## src/rtl/core/stt_pkg.sv

```systemverilog
// Shared types, constants and helper functions for the source text tokenizer.
package stt_pkg;

  localparam int NameDepth = 8;
  localparam int NameIdxW  = $clog2(NameDepth);
  localparam int PosW      = 16;

  typedef struct packed {
    logic [7:0] byte_in;
    logic       end_of_input;
  } stt_in_t;

  typedef struct packed {
    logic [1:0]  kind;
    logic [5:0]  token_type;
    logic [15:0] row;
    logic [15:0] column;
    logic [15:0] length;
    logic [63:0] value;
    logic [2:0]  error_code;
    logic        last_of_run;
  } stt_out_t;

  localparam logic [1:0] KIND_TOKEN = 2'd0;
  localparam logic [1:0] KIND_BYTE  = 2'd1;
  localparam logic [1:0] KIND_ERROR = 2'd2;

  localparam logic [2:0] ERR_UNEXPECTED = 3'd0;
  localparam logic [2:0] ERR_STRING     = 3'd1;
  localparam logic [2:0] ERR_COMMENT    = 3'd2;
  localparam logic [2:0] ERR_CHAR       = 3'd3;
  localparam logic [2:0] ERR_DOT        = 3'd4;
  localparam logic [2:0] ERR_NUMBER     = 3'd5;

  localparam logic [5:0] T_IDENT = 6'd16;
  localparam logic [5:0] T_INT   = 6'd29;
  localparam logic [5:0] T_FLOAT = 6'd30;
  localparam logic [5:0] T_CHAR  = 6'd31;
  localparam logic [5:0] T_STR   = 6'd32;
  localparam logic [5:0] T_SLASH = 6'd46;

  typedef enum logic [3:0] {
    M_IDLE, M_COLON, M_BANG, M_LESS, M_GREATER, M_SLASH, M_LINE, M_BLOCK,
    M_STAR, M_CHOPEN, M_CHCLOSE, M_STRING, M_IDENT, M_ZERO, M_NUMBER
  } mode_t;

  typedef enum logic [1:0] {B_DEC, B_HEX, B_BIN} base_t;

  // Keyword lookup: the name bytes packed first character in the low byte.
  function automatic logic [5:0] kw_lookup(input logic [8*NameDepth-1:0] nm,
                                           input logic [15:0] len);
    logic [5:0] t;
    t = T_IDENT;
    case (len)
      16'd2: begin
        case (nm[15:0])
          16'h6669: t = 6'd2;   // if
          16'h726f: t = 6'd15;  // or
          16'h3075: t = 6'd17;  // u0
          16'h3875: t = 6'd18;  // u8
          16'h3869: t = 6'd22;  // i8
          default:  t = T_IDENT;
        endcase
      end
      16'd3: begin
        case (nm[23:0])
          24'h74756d: t = 6'd1;   // mut
          24'h726f66: t = 6'd4;   // for
          24'h646e61: t = 6'd14;  // and
          24'h363175: t = 6'd19;
          24'h323375: t = 6'd20;
          24'h343675: t = 6'd21;
          24'h363169: t = 6'd23;
          24'h323369: t = 6'd24;
          24'h343669: t = 6'd25;
          24'h343666: t = 6'd26;
          default:    t = T_IDENT;
        endcase
      end
      16'd4: begin
        case (nm[31:0])
          32'h636e7566: t = 6'd0;   // func
          32'h65736c65: t = 6'd3;   // else
          32'h65757274: t = 6'd11;  // true
          32'h6c6c756e: t = 6'd13;  // null
          32'h6c6f6f62: t = 6'd27;  // bool
          default:      t = T_IDENT;
        endcase
      end
      16'd5: begin
        case (nm[39:0])
          40'h656c696877: t = 6'd5;   // while
          40'h746e697270: t = 6'd6;   // print
          40'h6b61657262: t = 6'd9;   // break
          40'h65736c6166: t = 6'd12;  // false
          default:        t = T_IDENT;
        endcase
      end
      16'd6: begin
        case (nm[47:0])
          48'h6e7275746572: t = 6'd7;   // return
          48'h676e69727453: t = 6'd28;  // String
          default:          t = T_IDENT;
        endcase
      end
      16'd7: t = (nm[55:0] == 56'h736e7275746572) ? 6'd8 : T_IDENT;
      16'd8: t = (nm[63:0] == 64'h65756e69746e6f63) ? 6'd10 : T_IDENT;
      default: t = T_IDENT;
    endcase
    return t;
  endfunction

  function automatic logic [15:0] sat_add(input logic [15:0] a, input logic [15:0] b);
    logic [16:0] s;
    s = {1'b0, a} + {1'b0, b};
    return s[16] ? 16'hffff : s[15:0];
  endfunction

endpackage

```

## src/rtl/core/stt_core.sv

```systemverilog
// Lexer state and the single-pass next-state and result logic per byte.
module stt_core (
  input  logic              clk,
  input  logic              rst_n,
  input  logic              step,
  input  stt_pkg::stt_in_t  item,
  output logic [1:0]        res_cnt,
  output stt_pkg::stt_out_t res0,
  output stt_pkg::stt_out_t res1
);
  import stt_pkg::*;

  mode_t       mode_r, mode_nxt;
  logic [7:0]  name_r [NameDepth];
  logic        wr_en;
  logic [NameIdxW-1:0] wr_idx;
  logic        long_r, long_nxt;
  logic [15:0] len_r, len_nxt;
  logic [63:0] acc_r, acc_nxt;
  base_t       base_r, base_nxt;
  logic        dot_r, dot_nxt, esc_r, esc_nxt, halt_r, halt_nxt;
  logic [7:0]  held_r, held_nxt;
  logic [15:0] row_r, row_nxt, col_r, col_nxt, srow_r, srow_nxt, scol_r, scol_nxt;

  logic [8*NameDepth-1:0] name_flat;
  always_comb begin
    for (int i = 0; i < NameDepth; i++) name_flat[8*i +: 8] = name_r[i];
  end

  always_ff @(posedge clk) begin
    if (step && wr_en) name_r[wr_idx] <= item.byte_in;
  end

  always_comb begin
    logic [7:0] c;
    logic       redo;
    logic       isdig, isalp, isspc, ishex, ok;
    logic [3:0] d;
    logic [67:0] m10;
    stt_out_t   r;
    mode_t      m;
    c = item.byte_in;
    isdig = (c >= 8'h30) && (c <= 8'h39);
    isalp = ((c >= 8'h61) && (c <= 8'h7a)) || ((c >= 8'h41) && (c <= 8'h5a));
    isspc = (c == 8'h20) || ((c >= 8'd9) && (c <= 8'd13));
    ishex = isdig || ((c >= 8'h61) && (c <= 8'h66)) || ((c >= 8'h41) && (c <= 8'h46));
    mode_nxt = mode_r; long_nxt = long_r; len_nxt = len_r; acc_nxt = acc_r;
    base_nxt = base_r; dot_nxt = dot_r; esc_nxt = esc_r; halt_nxt = halt_r;
    held_nxt = held_r; row_nxt = row_r; col_nxt = col_r;
    srow_nxt = srow_r; scol_nxt = scol_r;
    wr_en = 1'b0; wr_idx = len_r[NameIdxW-1:0];
    res_cnt = 2'd0; res0 = '0; res1 = '0; redo = 1'b0;
    r = '0; m = mode_r; d = '0; m10 = '0; ok = 1'b0;

    // Pending token of the current mode (used on a terminating byte or end).
    case (mode_r)
      M_COLON:   begin r.token_type = 6'd40; r.length = 16'd1; end
      M_BANG:    begin r.token_type = 6'd43; r.length = 16'd1; end
      M_LESS:    begin r.token_type = 6'd52; r.length = 16'd1; end
      M_GREATER: begin r.token_type = 6'd54; r.length = 16'd1; end
      M_SLASH:   begin r.token_type = T_SLASH; r.length = 16'd1; end
      M_IDENT: begin
        r.token_type = long_r ? T_IDENT : kw_lookup(name_flat, len_r);
        r.length = len_r;
      end
      default: begin
        r.length = len_r;
        if (dot_r) r.token_type = T_FLOAT;
        else begin r.token_type = T_INT; r.value = acc_r; end
      end
    endcase
    r.kind = KIND_TOKEN; r.row = srow_r; r.column = scol_r;

    if (!halt_r) begin
      if (item.end_of_input) begin
        case (mode_r)
          M_COLON, M_BANG, M_LESS, M_GREATER, M_SLASH, M_IDENT: begin
            res0 = r; res_cnt = 2'd1;
          end
          M_BLOCK, M_STAR: begin
            res0.kind = KIND_ERROR; res0.error_code = ERR_COMMENT; res_cnt = 2'd1;
            halt_nxt = 1'b1;
          end
          M_CHOPEN, M_CHCLOSE: begin
            res0.kind = KIND_ERROR; res0.error_code = ERR_CHAR; res_cnt = 2'd1;
            halt_nxt = 1'b1;
          end
          M_STRING: begin
            res0.kind = KIND_ERROR; res0.error_code = ERR_STRING; res_cnt = 2'd1;
            halt_nxt = 1'b1;
          end
          M_ZERO, M_NUMBER: begin
            res_cnt = 2'd1;
            if (dot_r && held_r == 8'h2e) begin
              res0.kind = KIND_ERROR; res0.error_code = ERR_DOT; halt_nxt = 1'b1;
            end else if (base_r == B_HEX && len_r == 16'd2) begin
              res0.kind = KIND_ERROR; res0.error_code = ERR_NUMBER; halt_nxt = 1'b1;
            end else res0 = r;
          end
          default: ;
        endcase
        mode_nxt = M_IDLE;
        if (!halt_nxt) begin
          esc_nxt = 1'b0; row_nxt = '0; col_nxt = '0;
        end
      end else begin
        case (mode_r)
          M_COLON, M_BANG, M_LESS, M_GREATER: begin
            if (c == 8'h3d) begin
              case (mode_r)
                M_COLON: r.token_type = 6'd50;
                M_BANG:  r.token_type = 6'd51;
                M_LESS:  r.token_type = 6'd53;
                default: r.token_type = 6'd55;
              endcase
              r.length = 16'd2;
              res0 = r; res_cnt = 2'd1; col_nxt = sat_add(col_r, 16'd2);
              mode_nxt = M_IDLE;
            end else begin
              res0 = r; res_cnt = 2'd1; col_nxt = sat_add(col_r, 16'd1); redo = 1'b1;
            end
          end
          M_SLASH: begin
            if (c == 8'h2f) mode_nxt = M_LINE;
            else if (c == 8'h2a) begin
              col_nxt = sat_add(col_r, 16'd2); mode_nxt = M_BLOCK;
            end else begin
              res0 = r; res_cnt = 2'd1; col_nxt = sat_add(col_r, 16'd1); redo = 1'b1;
            end
          end
          M_LINE: begin
            if (c == 8'h0a) begin
              row_nxt = sat_add(row_r, 16'd1); col_nxt = '0; mode_nxt = M_IDLE;
            end
          end
          M_BLOCK, M_STAR: begin
            if (mode_r == M_STAR && c == 8'h2f) begin
              col_nxt = sat_add(col_r, 16'd2); mode_nxt = M_IDLE;
            end else begin
              // A star that is not followed by a slash counts one column.
              col_nxt = (mode_r == M_STAR) ? sat_add(col_r, 16'd1) : col_r;
              mode_nxt = M_BLOCK;
              if (c == 8'h2a) mode_nxt = M_STAR;
              else if (c == 8'h0a) begin
                row_nxt = sat_add(row_r, 16'd1); col_nxt = '0;
              end else col_nxt = sat_add(col_nxt, 16'd1);
            end
          end
          M_CHOPEN: begin
            if (c == 8'h5c) begin
              res0.kind = KIND_ERROR; res0.error_code = ERR_CHAR; res_cnt = 2'd1;
              halt_nxt = 1'b1; mode_nxt = M_IDLE;
            end else begin
              held_nxt = c; mode_nxt = M_CHCLOSE;
            end
          end
          M_CHCLOSE: begin
            res_cnt = 2'd1; mode_nxt = M_IDLE;
            if (c == 8'h27) begin
              res0 = r; res0.token_type = T_CHAR; res0.length = 16'd3;
              res0.value = {56'd0, held_r}; col_nxt = sat_add(col_r, 16'd3);
            end else begin
              res0 = '0; res0.kind = KIND_ERROR; res0.error_code = ERR_CHAR;
              halt_nxt = 1'b1;
            end
          end
          M_STRING: begin
            if (!esc_r && c == 8'h5c) esc_nxt = 1'b1;
            else if (!esc_r && c == 8'h22) begin
              res0 = r; res0.token_type = T_STR; res0.length = sat_add(len_r, 16'd1);
              res0.value = '0; res_cnt = 2'd1;
              col_nxt = sat_add(col_r, res0.length); mode_nxt = M_IDLE;
            end else begin
              esc_nxt = 1'b0;
              res0.kind = KIND_BYTE; res0.token_type = T_STR;
              res0.row = srow_r; res0.column = scol_r;
              res0.value = {56'd0, c};
              if (esc_r) begin
                case (c)
                  8'h6e: res0.value = 64'd10;
                  8'h74: res0.value = 64'd9;
                  8'h72: res0.value = 64'd13;
                  8'h30: res0.value = 64'd0;
                  default: ;
                endcase
              end
              res_cnt = 2'd1; len_nxt = sat_add(len_r, 16'd1);
            end
          end
          M_IDENT: begin
            if (isalp || isdig || c == 8'h5f) begin
              if (len_r < 16'(NameDepth)) wr_en = 1'b1;
              else long_nxt = 1'b1;
              len_nxt = sat_add(len_r, 16'd1);
            end else begin
              res0 = r; res_cnt = 2'd1; col_nxt = sat_add(col_r, len_r); redo = 1'b1;
            end
          end
          M_ZERO, M_NUMBER: begin
            if (mode_r == M_ZERO && (c == 8'h78 || c == 8'h58 || c == 8'h62 ||
                                      c == 8'h42)) begin
              base_nxt = ((c | 8'h20) == 8'h78) ? B_HEX : B_BIN;
              held_nxt = c; len_nxt = sat_add(len_r, 16'd1); mode_nxt = M_NUMBER;
            end else begin
              mode_nxt = M_NUMBER;
              case (base_r)
                B_HEX:   ok = ishex;
                B_BIN:   ok = (c == 8'h30) || (c == 8'h31);
                default: ok = isdig || (c == 8'h2e && !dot_r);
              endcase
              if (!ok) begin
                res_cnt = 2'd1;
                if (dot_r && held_r == 8'h2e) begin
                  res0.kind = KIND_ERROR; res0.error_code = ERR_DOT;
                  halt_nxt = 1'b1; mode_nxt = M_IDLE;
                end else if (base_r == B_HEX && len_r == 16'd2) begin
                  res0.kind = KIND_ERROR; res0.error_code = ERR_NUMBER;
                  halt_nxt = 1'b1; mode_nxt = M_IDLE;
                end else begin
                  res0 = r; col_nxt = sat_add(col_r, len_r); redo = 1'b1;
                end
              end else begin
                d = isdig ? c[3:0] : 4'(c[3:0] + 4'd9);
                if (base_r == B_HEX)
                  acc_nxt = (acc_r[63:60] != 4'd0) ? '1 : {acc_r[59:0], d};
                else if (base_r == B_BIN)
                  acc_nxt = acc_r[63] ? '1 : {acc_r[62:0], c[0]};
                else if (c == 8'h2e) dot_nxt = 1'b1;
                else if (!dot_r) begin
                  m10 = {4'd0, acc_r} * 68'd10 + {64'd0, c[3:0]};
                  acc_nxt = (m10[67:64] != 4'd0) ? '1 : m10[63:0];
                end
                held_nxt = c; len_nxt = sat_add(len_r, 16'd1);
              end
            end
          end
          default: redo = 1'b1;
        endcase

        // Idle handling of the byte, possibly after a pending token.
        if (redo) begin
          m = M_IDLE;
          srow_nxt = row_nxt; scol_nxt = col_nxt;
          r = '0; r.kind = KIND_TOKEN; r.row = row_nxt; r.column = col_nxt;
          r.length = 16'd1;
          ok = 1'b1;
          case (c)
            8'h28: r.token_type = 6'd33;
            8'h29: r.token_type = 6'd34;
            8'h7b: r.token_type = 6'd35;
            8'h7d: r.token_type = 6'd36;
            8'h5b: r.token_type = 6'd37;
            8'h5d: r.token_type = 6'd38;
            8'h2c: r.token_type = 6'd39;
            8'h3b: r.token_type = 6'd41;
            8'h7e: r.token_type = 6'd42;
            8'h2b: r.token_type = 6'd44;
            8'h2d: r.token_type = 6'd45;
            8'h2a: r.token_type = 6'd47;
            8'h3d: r.token_type = 6'd48;
            8'h25: r.token_type = 6'd49;
            default: ok = 1'b0;
          endcase
          if (isspc) begin
            if (c == 8'h0a) begin
              row_nxt = sat_add(row_nxt, 16'd1); col_nxt = '0;
            end else col_nxt = sat_add(col_nxt, 16'd1);
          end else if (ok) begin
            col_nxt = sat_add(col_nxt, 16'd1);
            if (res_cnt == 2'd0) begin res0 = r; res_cnt = 2'd1; end
            else begin res1 = r; res_cnt = 2'd2; end
          end else begin
            case (c)
              8'h3a: m = M_COLON;
              8'h21: m = M_BANG;
              8'h3c: m = M_LESS;
              8'h3e: m = M_GREATER;
              8'h2f: m = M_SLASH;
              8'h27: m = M_CHOPEN;
              8'h22: begin m = M_STRING; len_nxt = 16'd1; esc_nxt = 1'b0; end
              default: begin
                if (isdig) begin
                  acc_nxt = {60'd0, c[3:0]}; len_nxt = 16'd1; base_nxt = B_DEC;
                  dot_nxt = 1'b0; held_nxt = c;
                  m = (c == 8'h30) ? M_ZERO : M_NUMBER;
                end else if (isalp || c == 8'h5f) begin
                  wr_en = 1'b1; wr_idx = '0; len_nxt = 16'd1; long_nxt = 1'b0;
                  m = M_IDENT;
                end else begin
                  r = '0; r.kind = KIND_ERROR; r.error_code = ERR_UNEXPECTED;
                  halt_nxt = 1'b1;
                  if (res_cnt == 2'd0) begin res0 = r; res_cnt = 2'd1; end
                  else begin res1 = r; res_cnt = 2'd2; end
                end
              end
            endcase
          end
          mode_nxt = m;
        end
      end
    end
    if (res_cnt == 2'd1) res0.last_of_run = 1'b1;
    if (res_cnt == 2'd2) res1.last_of_run = 1'b1;
  end

  always_ff @(posedge clk) begin
    if (!rst_n) begin
      mode_r <= M_IDLE; long_r <= 1'b0; len_r <= '0; acc_r <= '0; base_r <= B_DEC;
      dot_r <= 1'b0; esc_r <= 1'b0; halt_r <= 1'b0; held_r <= '0;
      row_r <= '0; col_r <= '0; srow_r <= '0; scol_r <= '0;
    end else if (step) begin
      mode_r <= mode_nxt; long_r <= long_nxt; len_r <= len_nxt; acc_r <= acc_nxt;
      base_r <= base_nxt; dot_r <= dot_nxt; esc_r <= esc_nxt; halt_r <= halt_nxt;
      held_r <= held_nxt; row_r <= row_nxt; col_r <= col_nxt;
      srow_r <= srow_nxt; scol_r <= scol_nxt;
    end
  end
endmodule

```

## src/rtl/core/stt_outq.sv

```systemverilog
// Small result queue: up to two results per byte, one out per cycle unless stalled.
module stt_outq (
  input  logic              clk,
  input  logic              rst_n,
  input  logic              push,
  input  logic [1:0]        push_cnt,
  input  stt_pkg::stt_out_t push0,
  input  stt_pkg::stt_out_t push1,
  output logic              room,
  output logic              out_valid,
  input  logic              out_stall,
  output stt_pkg::stt_out_t out_data
);
  import stt_pkg::*;

  // Four-entry circular queue; a byte is taken only when two entries are free.
  stt_out_t    q_r [4];
  logic [1:0]  rd_r, wr_r;
  logic [2:0]  cnt_r;
  logic        pop;
  logic [1:0]  n;

  assign n = push ? push_cnt : 2'd0;
  assign pop = (cnt_r != 3'd0) && !out_stall;
  assign out_valid = cnt_r != 3'd0;
  assign out_data = q_r[rd_r];
  assign room = cnt_r <= 3'd2;

  always_ff @(posedge clk) begin
    if (n != 2'd0) q_r[wr_r] <= push0;
    if (n == 2'd2) q_r[2'(wr_r + 2'd1)] <= push1;
  end

  always_ff @(posedge clk) begin
    if (!rst_n) begin
      rd_r <= '0; wr_r <= '0; cnt_r <= '0;
    end else begin
      if (pop) rd_r <= 2'(rd_r + 2'd1);
      wr_r <= 2'(wr_r + n);
      cnt_r <= 3'(cnt_r + {1'b0, n} - {2'b0, pop});
    end
  end
endmodule

```

## src/rtl/core/source_text_tokenizer.sv

```systemverilog
// Top level of the source text tokenizer: input register, lexer core, result queue.
//
//  channel | direction | payload
//  in_     | input     | stt_in_t: byte_in, end_of_input
//  out_    | output    | stt_out_t: token or string byte or error, with position
//
// One byte is accepted per cycle; the lexer core updates its state in a single
// pass and yields zero, one or two results, which a four-entry queue drains at
// one per cycle (no out_stall), so sustained rate is one item a cycle unless items
// give two results. in_stall rises when the queue cannot take two more results.
// Synchronous active-low reset returns the lexer to idle at row and column zero.
module source_text_tokenizer (
  input  logic              clk,
  input  logic              rst_n,
  input  logic              in_valid,
  output logic              in_stall,
  input  stt_pkg::stt_in_t  in_data,
  output logic              out_valid,
  input  logic              out_stall,
  output stt_pkg::stt_out_t out_data
);
  import stt_pkg::*;

  stt_in_t    item_r;
  logic       item_vld_r;
  logic       room, step;
  logic [1:0] res_cnt;
  stt_out_t   res0, res1;

  assign step = item_vld_r && room;
  assign in_stall = item_vld_r && !room;

  always_ff @(posedge clk) begin
    if (!rst_n) item_vld_r <= 1'b0;
    else if (!in_stall) item_vld_r <= in_valid;
  end

  always_ff @(posedge clk) begin
    if (!in_stall && in_valid) item_r <= in_data;
  end

  stt_core u_core (
    .clk(clk), .rst_n(rst_n), .step(step), .item(item_r),
    .res_cnt(res_cnt), .res0(res0), .res1(res1)
  );

  stt_outq u_outq (
    .clk(clk), .rst_n(rst_n), .push(step), .push_cnt(res_cnt),
    .push0(res0), .push1(res1), .room(room),
    .out_valid(out_valid), .out_stall(out_stall), .out_data(out_data)
  );
endmodule
```

## config.mk

```make
export PLATFORM = sky130hd
export DESIGN_NAME = source_text_tokenizer
export DESIGN_NICKNAME = d
export VERILOG_FILES = /design/src/rtl/core/stt_pkg.sv /design/src/rtl/core/stt_core.sv /design/src/rtl/core/stt_outq.sv /design/src/rtl/core/source_text_tokenizer.sv
export SDC_FILE = /design/constraint.sdc
export NUM_CORES = 2
export LEC_CHECK = 0
export BUFFER_PORTS_ARGS = -buffer_cell sky130_fd_sc_hd__buf_4
export CAP_MARGIN = 10
export CORE_MARGIN = 2
export CORE_UTILIZATION = 30
export CTS_CLUSTER_SIZE = 14
export DETAILED_ROUTE_END_ITERATION = 8
export MAX_ROUTING_LAYER = met4
export PLACE_DENSITY = 0.51
export RECOVER_POWER = 100
export SYNTH_ARGS = -nofsm -noshare
export SYNTH_HDL_FRONTEND = slang
export SYNTH_HIERARCHICAL = 1
export SYNTH_SLANG_ARGS = --single-unit
```

## constraint.sdc

```tcl
create_clock -name clk -period 25.8 [get_ports clk]
set_clock_uncertainty 0.1 [all_clocks]
set_input_delay 1.29 -clock clk [delete_from_list [all_inputs] [get_ports clk]]
set_output_delay 1.29 -clock clk [all_outputs]
set_load 0.01 [all_outputs]
```

* After elaboration in Yosys (flattened, before gate mapping)
Memory sizes are Yosys's and may differ from the RTL's. A register that Yosys moved wholly into a read port is not among the register bits.
Cells that the tools add are included.
** Operators by class
- Reductions and logical operators :: 58
- Mux-type cells :: 293
- Shift operators :: 0
- Bitwise operators :: 2
- Eq/ne operators :: 97
- Add/sub/neg operators :: 17
- Div/mod/pow operators :: 0
- $mul :: 1
- Magnitude comparators :: 12
** Operators with widths (number)
- two-way mux 124 bit :: 24
- two-way mux 64 bit :: 18
- two-way mux 16 bit :: 55
- case mux 118 bit (6 select lines) :: 1
- two-way mux 122 bit :: 4
- two-way mux 118 bit :: 2
- case mux 118 bit (2 select lines) :: 1
- equality test 24 x 22 -> 1 bit (second input constant) :: 7
- equality test 8 x 6 -> 1 bit (second input constant) :: 21
- equality test 32 x 31 -> 1 bit (second input constant) :: 5
- equality test 40 x 39 -> 1 bit (second input constant) :: 4
- case mux 16 bit (8 select lines) :: 1
- equality test 8 x 7 -> 1 bit (second input constant) :: 14
- adder 16 x 1 -> 17 bit (second input constant) :: 6
- equality test 48 x 47 -> 1 bit (second input constant) :: 2
- two-way mux 1 bit :: 88
- case mux 6 bit (14 select lines) :: 1
- two-way mux 4 bit :: 20
- equality test 24 x 23 -> 1 bit (second input constant) :: 3
- two-way mux 8 bit :: 9
- adder 68 x 4 -> 68 bit :: 1
- multiplier 64 x 3 -> 67 bit (second input constant) :: 1
- equality test 16 x 3 -> 1 bit (second input constant) :: 4
- equality test 64 x 63 -> 1 bit (second input constant) :: 1
- other kinds (78) :: 187
** Storage, ports and cells
- Memories :: 2
- Memory bits (writable) :: 560
- Bits in registers :: 179
- Bits in read-only memories :: 0
- Latch bits :: 0
- Word-level logic and storage cells :: 501
** Memories
- u_outq.q_r :: words 4, bits a word 124, read ports 1, clocked after memory_dff 1, wr ports 2, RTL line stt_outq.sv:17 : stt_out_t q_r [4];
- u_core.name_r :: words 8, bits a word 8, read ports 8, clocked after memory_dff 0, wr ports 1, RTL line stt_core.sv:14 : logic [7:0] name_r [NameDepth];

* Depth between registers and ports, before layout
- Word-level depth :: 28
- Gate-level depth with buffers :: 27

* Modules after synthesis
Netlist, hierarchy kept.
** Modules (own cells, without submodules)
- stt_core :: cells an instance 4174, times used 1, area an instance 28959.0 µm², seq. area each 5165.0 µm²
- stt_outq :: cells an instance 1259, times used 1, area an instance 24509.8 µm², seq. area each 15074.5 µm²
- source_text_tokenizer :: cells an instance 14, times used 1, area an instance 324.1 µm², seq. area each 290.3 µm²

* Least setup slack after synthesis
Ideal clock, no wire load.
- Kind :: register to register
- From :: register item_r[2] (netlist name)
- To :: memory u_outq/q_r[1][0] (netlist name) (enable)
- Buffers on the path :: 2
- Library setup time :: 0.609 ns
- Path slack :: 15.093 ns
- Period minus slack after synthesis :: 10.707 ns
- Data arrival time :: 9.998 ns
- Data required time :: 25.091 ns
- Stages on the path, launching flop included :: 20
- Cell sequence :: edfxtp_1 inv_1 ha_1 clkbuf_1 or4b_2 a31oi_1 nor3_1 o311ai_0 nand2_1 o21ai_0 or4_1 clkbuf_1 ha_1 or4_1 a21oi_1 a211o_1 inv_1 mux2_2 nand2_1 nor2_1
** RTL lines
- start, declared :: RTL line source_text_tokenizer.sv:24 : stt_in_t item_r;
- start signal, assigned :: RTL line source_text_tokenizer.sv:39 : if (!in_stall && in_valid) item_r <= in_data;
- end, declared :: RTL line stt_outq.sv:17

==> metrics <==
status finished with violations; failing checks max-capacitance violations, max-slew violations; area of the multi-input gates 30960 sq um; vias per cell 5.757; TritonCTS buffer count 82; Syn Area/Cell approximately 9.9 sq um; Synthesis Warnings 6; largest net degree at the start of global routing 125; R2R cell count 17; vias in the first global route 43663; worst skew pair latency 0.68 ns; hold path cells 2; final instance area 59060 sq um; placer congestion estimate 1.001; Synth area leaders edfxtp_1 (32%), mux2_2 (9.2%), dfxtp_1 (6.4%); fin crit period 14.44 ns; FILL cells 18267; Residual DRC 0; DIE AREA 182700 sq um; Tcrit/Tclk final roughly 56%; R2R Setup Slk 11.36 ns; post-synth top area cell edfxtp_1; initial antenna violation count 3; Root Buffer clkbuf_16; storage element area 20530 sq um; CTS tree done; Tightest Hold Check Type reg -> reg; most frequent cells in the layout edfxtp_1 (569), nand2_1 (445), mux2_2 (439), nor2_1 (397), o21ai_0 (370); CTS max path bufs 3; total grt overflow 0; CP Max Fanout 124; DRT Wirelength 197.5 mm; slowest CP cell clkbuf_1; Main synth FF type edfxtp_1; flops & latches, synth 741; Cell Chain, Critical Path clkbuf_1 > inv_1 > o21ai_0 > o311ai_0 > o311ai_0 > clkbuf_1 > a22o_1 > or3_1 > nand2b_1 > or4_1 > a21oi_1 > a211o_1 > inv_1 > nand3b_1 > nor3_4 > clkbuf_1 > mux2_2; Row Count 155; final net count roughly 5600; Post CTS Setup Buffer Count 0; most used cell along the critical path clkbuf_1; Fin. Hold Viols 0; TNS Setup 0 ns; WL/cell around 25 microns; Detail Route Antenna Nets 0; Max stage delay on crit path 6.24 ns; Cells after DPL 7715; WS Path Type reg -> reg; TritonCTS Sinks 741; register area share after synthesis 38.16%; Async SR Flop Fraction 0%; global-route wire length before repair 292.2 mm; Req. time, crit path 26.17 ns; Layout Area Growth over Synthesis 9.797%; fin. max-slew vios 1515; vias ~45000; count of non-filler cells in the finished layout 7870; Reg clk slew, reported paths about 0.060 ns; Chip Width about 430 microns; hold-fix buffers at CTS 0; RSZ-0062 raised after global routing false; RR Endpoint u_outq/q_r[1][88]; most common cell after layout, fill and taps aside edfxtp_1; WP data arrival 14.81 ns; share of the synthesized area in the top cell type 31.76%; GR Util All Layers ~22%; DRT Pass-1 Iters 9; Worst R2R Start item_r[4]; kind of end point of the critical path register; Peak supply drop 0.04942 mV; hpwl dp 141.4 mm; worst hold start u_core/srow_r[9]; WHS Endpoint u_core/srow_r[9]; IO Pins 139; Highest Clock Rate 0.06923 GHz; cell area power density 54.20 nW/um^2; Post-CTS Resized 0; core footprint 178200 sq um; Cell Area, Synth 53790 sq um; H-tree levels 3; Synth cell types 103; Starting Density 30.18%; EDFF count, synth 569; relative slew slack -497.8%; Worst Max-Slew Pin Slew 8.967 ns; Leak between 20 and 25 nW; Max Cap Viol 34; Final Setup Violations 0; Setup crit start kind register; I/O Buffers about 140; Die Ht 427.5 microns; layout cells sized above 1 between 10% and 20%; post-synthesis cell count 5447; placed cell area 57120 sq um; Initial DRC Count approximately 4500
==> layer usage <==
layer / track usage [%] / vias to the layer above / share of wire, %
li1: - / 20761 / -
met5: - / - / 0
met2: 34.21 / 1689 / 46
met4: 6.778 / 0 / 3.7
met3: 2.022 / 345 / 5.7
met1: 28.88 / 22515 / 44
==> worst max-delay path, delay by kind of cell, from the launching register on <==
kind	cells	cell delay [ns]
simple gates	5	1.73
flops	1	0.32
compound gates	6	2.46
buf+inv	5	8.44
mux	1	1.04
==> logic make-up after synthesis <==
family                     Yosys count  share of synthesized area [%]
xor gates and xnor gates           183                          2.980
adders and majority gates          189                          4.466
buffers and inverters              521                          4.522
other                                1                       0.006971
muxes                              647                          16.51
AOI/OAI and AO/OA                 1399                          16.70
and+or+nand+nor                   1766                          16.65
DFF                                741                          38.16
==> worst max path at each step <==
stage          startpoint            endpoint  slack, ns
2_1_floorplan   item_r[2]    u_outq/q_r[1][0]      15.09
3_3_place_gp    item_r[2]  u_outq/q_r[3][123]      17.33
3_5_place_dp    item_r[2]  u_outq/q_r[3][123]      17.39
4_1_cts         item_r[2]  u_outq/q_r[3][123]      17.37
5_1_grt         item_r[4]   u_outq/q_r[1][88]      10.67
6_report        item_r[4]   u_outq/q_r[1][88]      11.36
==> area by class of cell <==
class	instances	area share [%]
Antenna cell	3	0.01271
Clock buffer	113	3.966
Clock inverter	38	0.9512
Inverter	80	0.5084
Multi-Input combinational cell	4267	52.43
Sequential cell	741	34.77
Tap cell	2355	4.989
Timing Repair Buffer	273	2.381
==> power breakdown <==
group / switching (mW) / leakage (nW) / internal, mW
clock network: 0.511 / 1.43 / 0.768
logic: 0.353 / 12.7 / 0.221
registers: 0.0289 / 6.66 / 1.32
==> metrics by stage <==
step                      setup slack [ns]  hold WS (ns)  utilization [%]  total power [mW]
after global placement               17.33        0.3447            32.04             1.988
final                                11.36        0.3630            33.14             3.201
after detailed placement             17.39        0.3561            32.05             1.990
after CTS                            17.37        0.3645            33.68             3.270
after floorplan                      15.09        0.3403                -             1.720
after global routing                 10.67        0.3930            33.14             3.319
==> cells in the mapped netlist, types with 98 or more instances <==
library cell	n
edfxtp_1	569
nand2_1	446
mux2_2	439
nor2_1	401
o21ai_0	367
a21oi_1	334
clkbuf_1	268
ha_1	184
dfxtp_1	172
nand3_1	169
nor3_1	147
mux4_2	124
xnor2_1	116
and2_1	98
==> flip-flops by register name, summed over array words and instances (netlist names), 3 cells and up, named ones only <==
register,count
item_r,9
u_core/mode_r,4
u_core/held_r,8
u_core/len_r,16
u_core/col_r,16
u_core/srow_r,16
u_outq/q_r,496
u_core/acc_r,64
u_core/scol_r,16
u_outq/cnt_r,3
u_core/row_r,16
u_core/name_r,64
Power figures use the tool's default switching activity.
